--- config.mk ---
export PLATFORM = sky130hd
export DESIGN_NAME = nearest_point_search
export DESIGN_NICKNAME = d
export VERILOG_FILES = /design/src/rtl/npsrch_pkg.sv /design/src/rtl/nearest_point_search.sv
export SDC_FILE = /design/constraint.sdc
export NUM_CORES = 2
export LEC_CHECK = 0
export BUFFER_PORTS_ARGS = -buffer_cell sky130_fd_sc_hd__buf_4
export CORE_MARGIN = 5
export CORE_UTILIZATION = 65
export DETAILED_ROUTE_END_ITERATION = 12
export HOLD_SLACK_MARGIN = 0.06
export PLACE_DENSITY = 0.82
export SLEW_MARGIN = 5
export SYNTH_ARGS = -nofsm -noshare
export SYNTH_HDL_FRONTEND = slang
export SYNTH_SLANG_ARGS = --single-unit
--- constraint.sdc ---
create_clock -name clk -period 13.84 [get_ports clk]
set_clock_uncertainty 0.15 [all_clocks]
set_input_delay 2.768 -clock clk [delete_from_list [all_inputs] [get_ports clk]]
set_output_delay 2.768 -clock clk [all_outputs]
set_load 0.01 [all_outputs]
--- src/rtl/npsrch_pkg.sv ---
package npsrch_pkg;

    localparam int COORD_BITS      = 16;
    localparam int IDX_BITS        = 4;
    localparam int CNT_BITS        = 5;
    localparam int DIST_BITS       = 33;
    localparam int DIFF_BITS       = COORD_BITS + 1;
    localparam int SQ_BITS         = 2 * COORD_BITS;
    localparam int TABLE_DEPTH_DEF = 16;
    localparam int CNT_RESET       = 10;

    localparam int S_TDATA_BITS = 40;
    localparam int M_TDATA_BITS = 72;

    typedef enum logic
    {
        CMD_LOAD  = 1'b0,
        CMD_QUERY = 1'b1
    } cmd_t;

endpackage

--- src/rtl/nearest_point_search.sv ---
// Channel       Direction  Beat contents
// s_axis        in         tdata: entry_index, coord_x, coord_y; tuser: cmd
// m_axis        out        tdata: nearest_x, nearest_y, nearest_index,
//                          nearest_distance_sq
// cfg           in         points_in_use, written whenever cfg_we is high
//
// A load beat writes the table entry it names, if within the table, and gives no result.
// A query beat holds the input off until its result is in the output register;
// one distance pipeline walks one table entry per cycle.
// A finished result waits in the output register, and the next query stalls at
// its end until that register has been taken.
// Reset sets points_in_use to 10; the point table is not cleared.
module nearest_point_search
#(
    parameter int TABLE_DEPTH = npsrch_pkg::TABLE_DEPTH_DEF
)
(
    input  logic                                 clk,
    input  logic                                 rst_n,
    input  logic                                 s_axis_tvalid,
    output logic                                 s_axis_tready,
    // [3:0] entry_index, [19:4] coord_x, [35:20] coord_y, [39:36] zero
    input  logic [npsrch_pkg::S_TDATA_BITS-1:0]  s_axis_tdata,
    // [0] cmd
    input  logic                                 s_axis_tuser,
    output logic                                 m_axis_tvalid,
    input  logic                                 m_axis_tready,
    // [15:0] nearest_x, [31:16] nearest_y, [35:32] nearest_index,
    // [68:36] nearest_distance_sq, [71:69] zero
    output logic [npsrch_pkg::M_TDATA_BITS-1:0]  m_axis_tdata,
    input  logic                                 cfg_we,
    input  logic [npsrch_pkg::CNT_BITS-1:0]      cfg_wdata
);

    import npsrch_pkg::*;

    localparam int AW     = (TABLE_DEPTH > 1) ? $clog2(TABLE_DEPTH) : 1;
    localparam int DW     = $clog2(TABLE_DEPTH + 1);
    localparam int CW     = (DW > CNT_BITS) ? DW : CNT_BITS;
    localparam int PAD_IN = M_TDATA_BITS - (2 * COORD_BITS + IDX_BITS + DIST_BITS);

    localparam logic [CW-1:0] DEPTH_CW = CW'(TABLE_DEPTH);

    typedef enum logic [1:0]
    {
        ST_IDLE,
        ST_WALK,
        ST_RESULT
    } state_t;

    state_t                       state_reg;
    logic [CNT_BITS-1:0]          count_cfg_reg;

    logic [COORD_BITS-1:0]        mem_x [TABLE_DEPTH];
    logic [COORD_BITS-1:0]        mem_y [TABLE_DEPTH];

    logic [IDX_BITS-1:0]          in_index;
    logic [COORD_BITS-1:0]        in_x;
    logic [COORD_BITS-1:0]        in_y;
    logic                         in_beat;
    logic                         load_ok;

    logic [CW-1:0]                count_ext;
    logic [CW-1:0]                count_clamp;
    logic [AW-1:0]                last_next;

    logic [COORD_BITS-1:0]        qx_reg;
    logic [COORD_BITS-1:0]        qy_reg;
    logic [AW-1:0]                last_reg;
    logic [AW-1:0]                rd_addr_reg;
    logic                         issue_reg;

    logic                         v1_reg, v2_reg, v3_reg;
    logic                         l1_reg, l2_reg, l3_reg;
    logic [AW-1:0]                i1_reg, i2_reg, i3_reg;
    logic [COORD_BITS-1:0]        x1_reg, y1_reg, x2_reg, y2_reg, x3_reg, y3_reg;
    logic signed [DIFF_BITS-1:0]  dx_reg, dy_reg;
    logic signed [2*DIFF_BITS-1:0] prod_x, prod_y;
    logic [SQ_BITS-1:0]           sqx_reg, sqy_reg;
    logic [DIST_BITS-1:0]         dist_sum;
    logic                         take_new;

    logic [DIST_BITS-1:0]         best_d_reg;
    logic [AW-1:0]                best_i_reg;
    logic [COORD_BITS-1:0]        best_x_reg;
    logic [COORD_BITS-1:0]        best_y_reg;
    logic [DIST_BITS-1:0]         best_d_next;
    logic [AW-1:0]                best_i_next;
    logic [COORD_BITS-1:0]        best_x_next;
    logic [COORD_BITS-1:0]        best_y_next;

    logic                         m_valid_reg;
    logic [M_TDATA_BITS-1:0]      m_data_reg;

    assign in_index = s_axis_tdata[IDX_BITS-1:0];
    assign in_x     = s_axis_tdata[IDX_BITS +: COORD_BITS];
    assign in_y     = s_axis_tdata[IDX_BITS + COORD_BITS +: COORD_BITS];

    assign s_axis_tready = (state_reg == ST_IDLE);
    assign in_beat       = s_axis_tvalid && s_axis_tready;
    assign load_ok       = (32'(in_index) < 32'(TABLE_DEPTH));

    assign m_axis_tvalid = m_valid_reg;
    assign m_axis_tdata  = m_data_reg;

    always_comb
    begin
        count_ext = CW'(count_cfg_reg);
        if (count_ext == '0)
        begin
            count_clamp = CW'(1);
        end
        else if (count_ext > DEPTH_CW)
        begin
            count_clamp = DEPTH_CW;
        end
        else
        begin
            count_clamp = count_ext;
        end
        last_next = AW'(count_clamp - CW'(1));
    end

    // Table storage with a registered read port for the walk.
    always_ff @(posedge clk)
    begin
        if (in_beat && (cmd_t'(s_axis_tuser) == CMD_LOAD) && load_ok)
        begin
            mem_x[AW'(in_index)] <= in_x;
            mem_y[AW'(in_index)] <= in_y;
        end
        x1_reg <= mem_x[rd_addr_reg];
        y1_reg <= mem_y[rd_addr_reg];
    end

    assign prod_x = dx_reg * dx_reg;
    assign prod_y = dy_reg * dy_reg;

    // Distance pipeline: difference, square, then sum and compare.
    always_ff @(posedge clk)
    begin
        i1_reg  <= rd_addr_reg;
        dx_reg  <= $signed({x1_reg[COORD_BITS-1], x1_reg})
                   - $signed({qx_reg[COORD_BITS-1], qx_reg});
        dy_reg  <= $signed({y1_reg[COORD_BITS-1], y1_reg})
                   - $signed({qy_reg[COORD_BITS-1], qy_reg});
        i2_reg  <= i1_reg;
        x2_reg  <= x1_reg;
        y2_reg  <= y1_reg;
        sqx_reg <= prod_x[SQ_BITS-1:0];
        sqy_reg <= prod_y[SQ_BITS-1:0];
        i3_reg  <= i2_reg;
        x3_reg  <= x2_reg;
        y3_reg  <= y2_reg;
    end

    assign dist_sum = DIST_BITS'(sqx_reg) + DIST_BITS'(sqy_reg);
    assign take_new = (i3_reg == '0) || (dist_sum < best_d_reg);

    always_comb
    begin
        best_d_next = best_d_reg;
        best_i_next = best_i_reg;
        best_x_next = best_x_reg;
        best_y_next = best_y_reg;
        if (v3_reg && take_new)
        begin
            best_d_next = dist_sum;
            best_i_next = i3_reg;
            best_x_next = x3_reg;
            best_y_next = y3_reg;
        end
    end

    always_ff @(posedge clk or negedge rst_n)
    begin
        if (!rst_n)
        begin
            state_reg     <= ST_IDLE;
            count_cfg_reg <= CNT_BITS'(CNT_RESET);
            qx_reg        <= '0;
            qy_reg        <= '0;
            last_reg      <= '0;
            rd_addr_reg   <= '0;
            issue_reg     <= 1'b0;
            v1_reg        <= 1'b0;
            v2_reg        <= 1'b0;
            v3_reg        <= 1'b0;
            l1_reg        <= 1'b0;
            l2_reg        <= 1'b0;
            l3_reg        <= 1'b0;
            best_d_reg    <= '0;
            best_i_reg    <= '0;
            best_x_reg    <= '0;
            best_y_reg    <= '0;
            m_valid_reg   <= 1'b0;
            m_data_reg    <= '0;
        end
        else
        begin
            if (cfg_we)
            begin
                count_cfg_reg <= cfg_wdata;
            end

            if (m_valid_reg && m_axis_tready && (state_reg != ST_RESULT))
            begin
                m_valid_reg <= 1'b0;
            end

            v1_reg <= issue_reg;
            l1_reg <= issue_reg && (rd_addr_reg == last_reg);
            v2_reg <= v1_reg;
            l2_reg <= l1_reg;
            v3_reg <= v2_reg;
            l3_reg <= l2_reg;

            best_d_reg <= best_d_next;
            best_i_reg <= best_i_next;
            best_x_reg <= best_x_next;
            best_y_reg <= best_y_next;

            case (state_reg)
                ST_IDLE:
                begin
                    if (in_beat && (cmd_t'(s_axis_tuser) == CMD_QUERY))
                    begin
                        qx_reg      <= in_x;
                        qy_reg      <= in_y;
                        last_reg    <= last_next;
                        rd_addr_reg <= '0;
                        issue_reg   <= 1'b1;
                        state_reg   <= ST_WALK;
                    end
                end
                ST_WALK:
                begin
                    if (issue_reg)
                    begin
                        if (rd_addr_reg == last_reg)
                        begin
                            issue_reg <= 1'b0;
                        end
                        else
                        begin
                            rd_addr_reg <= rd_addr_reg + AW'(1);
                        end
                    end
                    if (v3_reg && l3_reg)
                    begin
                        state_reg <= ST_RESULT;
                    end
                end
                ST_RESULT:
                begin
                    if (!m_valid_reg || m_axis_tready)
                    begin
                        m_valid_reg <= 1'b1;
                        m_data_reg  <= {{PAD_IN{1'b0}}, best_d_reg,
                                        IDX_BITS'(best_i_reg), best_y_reg, best_x_reg};
                        state_reg   <= ST_IDLE;
                    end
                end
                default:
                begin
                    state_reg <= ST_IDLE;
                end
            endcase
        end
    end

    // The distance pipeline is empty whenever a new beat can be taken.
    a_idle_empty: assert property (@(posedge clk) disable iff (!rst_n)
        s_axis_tready |-> (!issue_reg && !v1_reg && !v2_reg && !v3_reg))
        else $error("distance pipeline busy while input is ready");

    // The last entry leaving the pipeline always ends the walk.
    a_walk_end: assert property (@(posedge clk) disable iff (!rst_n)
        (v3_reg && l3_reg) |=> (state_reg == ST_RESULT))
        else $error("walk did not end after the last entry");

    // Reads are issued only during a walk.
    a_issue_walk: assert property (@(posedge clk) disable iff (!rst_n)
        issue_reg |-> (state_reg == ST_WALK))
        else $error("table read issued outside a walk");

    // A result is loaded only when the output register is free or being taken.
    a_no_overrun: assert property (@(posedge clk) disable iff (!rst_n)
        (m_valid_reg && !m_axis_tready) |=> m_valid_reg)
        else $error("pending result lost");

endmodule
==> key figures <==
Status
  • Status: completed

Run
  • Max-cap violations: 0

STA
  • Max_slew headroom: 22.7%
  • Fin crit period: 7340 ps
  • Final slew viol count: 0
  • RSZ-0062 raised after global routing: false
  • Fin. Hold Viols: 0
  • Highest Clock Rate: 136 MHz
  • Final Cycle Share: 53.0%
  • Setup violators final: 0
  • Slew @ Worst Pin: 1160 ps
  • Fin Setup TNS: 0 ps

Worst setup path
  • Critical Path Most Common Cell: fa_1
  • Largest fanout on the critical path: 17
  • Slowest CP cell: dfxtp_1
  • Crit path max-delay family: adder cells
  • CP startpoint kind: flop
  • WP data required: 14140 ps
  • Worst Path Arrival: 7630 ps
  • CP cell instances: inv_1 -> nor2_1 -> ha_1 -> xor2_1 -> fa_1 -> fa_1 -> inv_1 -> fa_1 -> fa_1 -> inv_1 -> fa_1 -> inv_1 -> ha_1 -> nand3_1 -> or2_2 -> a21oi_1 -> o21ai_0 -> a211o_1 -> o31ai_1 -> nor2_1 -> xnor2_1
  • Crit Path Category: reg2reg
  • Crit path buf inv count: 4
  • Endpoint class of the critical path: flop
  • CP peak stage delay: 840 ps

Cells and area
  • Area occupied by multi-input gates: 25200 um2
  • Fill count: 5117
  • Layout cell share with drive strength beyond 1: 14.1%
  • # nets final: 4924
  • Area grow syn2layout: 10.0%
  • FF+latch area: 24300 um2

Place
  • RD Place Congestion: 0.875
  • DP HPWL: 76800 um
  • PortBufs: 117

Logic synthesis
  • Area share of the leading cell type in the synthesized netlist: 29.2%
  • Synth Instances: 3972
  • FF+latch count, synth: 909
  • Synth area leader: edfxtp_1
  • Synth area leaders: edfxtp_1 29%, fa_1 20%, dfrtp_1 9.1%
  • Asr flop ratio synth: 21.2%
  • Synthesized cell area: 52600 um2
  • Post-synth cell types: 67
  • Syn. warnings: 0
  • Register area share after synthesis: 46.2%
  • EDFF count, synth: 512
  • Top post-synthesis cells by count: 740 x inv_1, 515 x fa_1, 512 x edfxtp_1
  • Mean Syn Cell Area: 13.2 um2
  • Cell with the most instances after synthesis: inv_1
  • Post-synth top flop: edfxtp_1

Floorplan
  • Die Area: 86700 um2
  • Core area: 80400 um2
  • Die W: 294 um
  • Chip Height: 294 um
  • I/O Pins: 125
  • FP Rows: 104
  • Initial Util: 65.4%

Clocking
  • Number of setup buffers added after CTS: 0
  • CTS tree: yes
  • CTS resizes: 0
  • Clock root buffer: clkbuf_16
  • H-tree levels: 3
  • Clock Tree Buf Depth: 3
  • Clock sink total: 909
  • Clock Latency Late Sink: 680 ps
  • Worst-path clk slew: 60 ps
  • CTS buffer count: 90
  • Cts hold-fix bufs: 0

Global routing
  • Initial antenna violation count: 5
  • GRT Overall Usage: 27.8%
  • Global-route wire length before repair: 185000 um
  • Vias in the first global route: 33300
  • Total grt overflow: 0
  • Largest net degree at the start of global routing: 85

Drt
  • Routed WL per cell: 22.3 um
  • Vias per inst: 5.83
  • Post-Route WL: 117000 um
  • ANT nets after route: 0
  • Drc violations: 0
  • Vias: 30500
  • DRT iter0 DRCs: 2440
  • DR pass1 iterations: 5

Min path
  • Worst hold path type: reg2reg
## per-layer routing
layer / vias to the layer above / share of wire, % / routed length, um / GRT usage, %
met3: 251 / 8.6 / 10000 / 5.80
met4: 8 / 3.4 / 4010 / 9.25
li1: 13400 / - / - / -
met2: 1330 / 50 / 58700 / 47.4
met1: 15500 / 38 / 44000 / 36.4
met5: - / 0.058 / 68 / 0
## final cells by class
type | instances | area share (%)
repair buffers | 145 | 1.89
inverters | 740 | 4.80
well taps | 1060 | 2.29
clock inverters | 47 | 1.06
diodes | 1 | 0.00433
flip-flops and latches | 909 | 42.0
clock buffers | 123 | 4.41
multi-input cells | 2210 | 43.5
## placed cells by master (no fill, tap or decap), types with 115 or more instances in the layout
cell      synthesis  final
dfrtp_1         191    187
buf_4             4    144
inv_1           740    740
ha_1            262    262
nand2_1         282    282
mux4_2          160    160
o21ai_0         115    115
edfxtp_1        512    512
fa_1            515    515
dfxtp_1         204    204
## through the flow
step | utilization (%) | setup WS, ps | instance area, um2 | instances | hold WS (ps)
after detailed placement | 68.0 | 6670 | 54700 | 5064 | 162
after global placement | 68.0 | 6720 | 54700 | 5064 | 161
final | 71.9 | 6500 | 57900 | 5235 | 170
after global routing | 71.9 | 6160 | 57900 | 5235 | 181
after floorplan | - | 7680 | 52600 | 3974 | 160
after CTS | 71.9 | 6640 | 57900 | 5234 | 169
## kinds of logic (layout without fill, tap and decap cells)
kind of cell	Yosys count	in the layout	share of synthesized area [%]
DFF	909	909	46.2
buffers and inverters	855	1055	6.16
adders and majority gates	777	777	25.8
and+or+nand+nor	672	672	6.01
AOI/OAI and AO/OA	342	342	4.14
muxes	275	275	9.31
xor gates and xnor gates	141	141	2.35
other	1	4	0.00713
## worst paths after layout
path	startpoint	to	slack [ps]	cells after the start
max reg2reg	dx_reg[3]	sqx_reg[28]	6500	21
min in group asynchronous	rst_n	best_d_reg[1]	1920	1
min	x1_reg[13]	x2_reg[13]	170	0
max	dx_reg[3]	sqx_reg[28]	6500	21
max in group asynchronous	rst_n	rd_addr_reg[0]	9360	3
min reg2reg	x1_reg[13]	x2_reg[13]	170	0
Power is left out: the tool's default activity adds up to more than one toggle a clock period on the data nets, which glitch-free logic cannot reach.
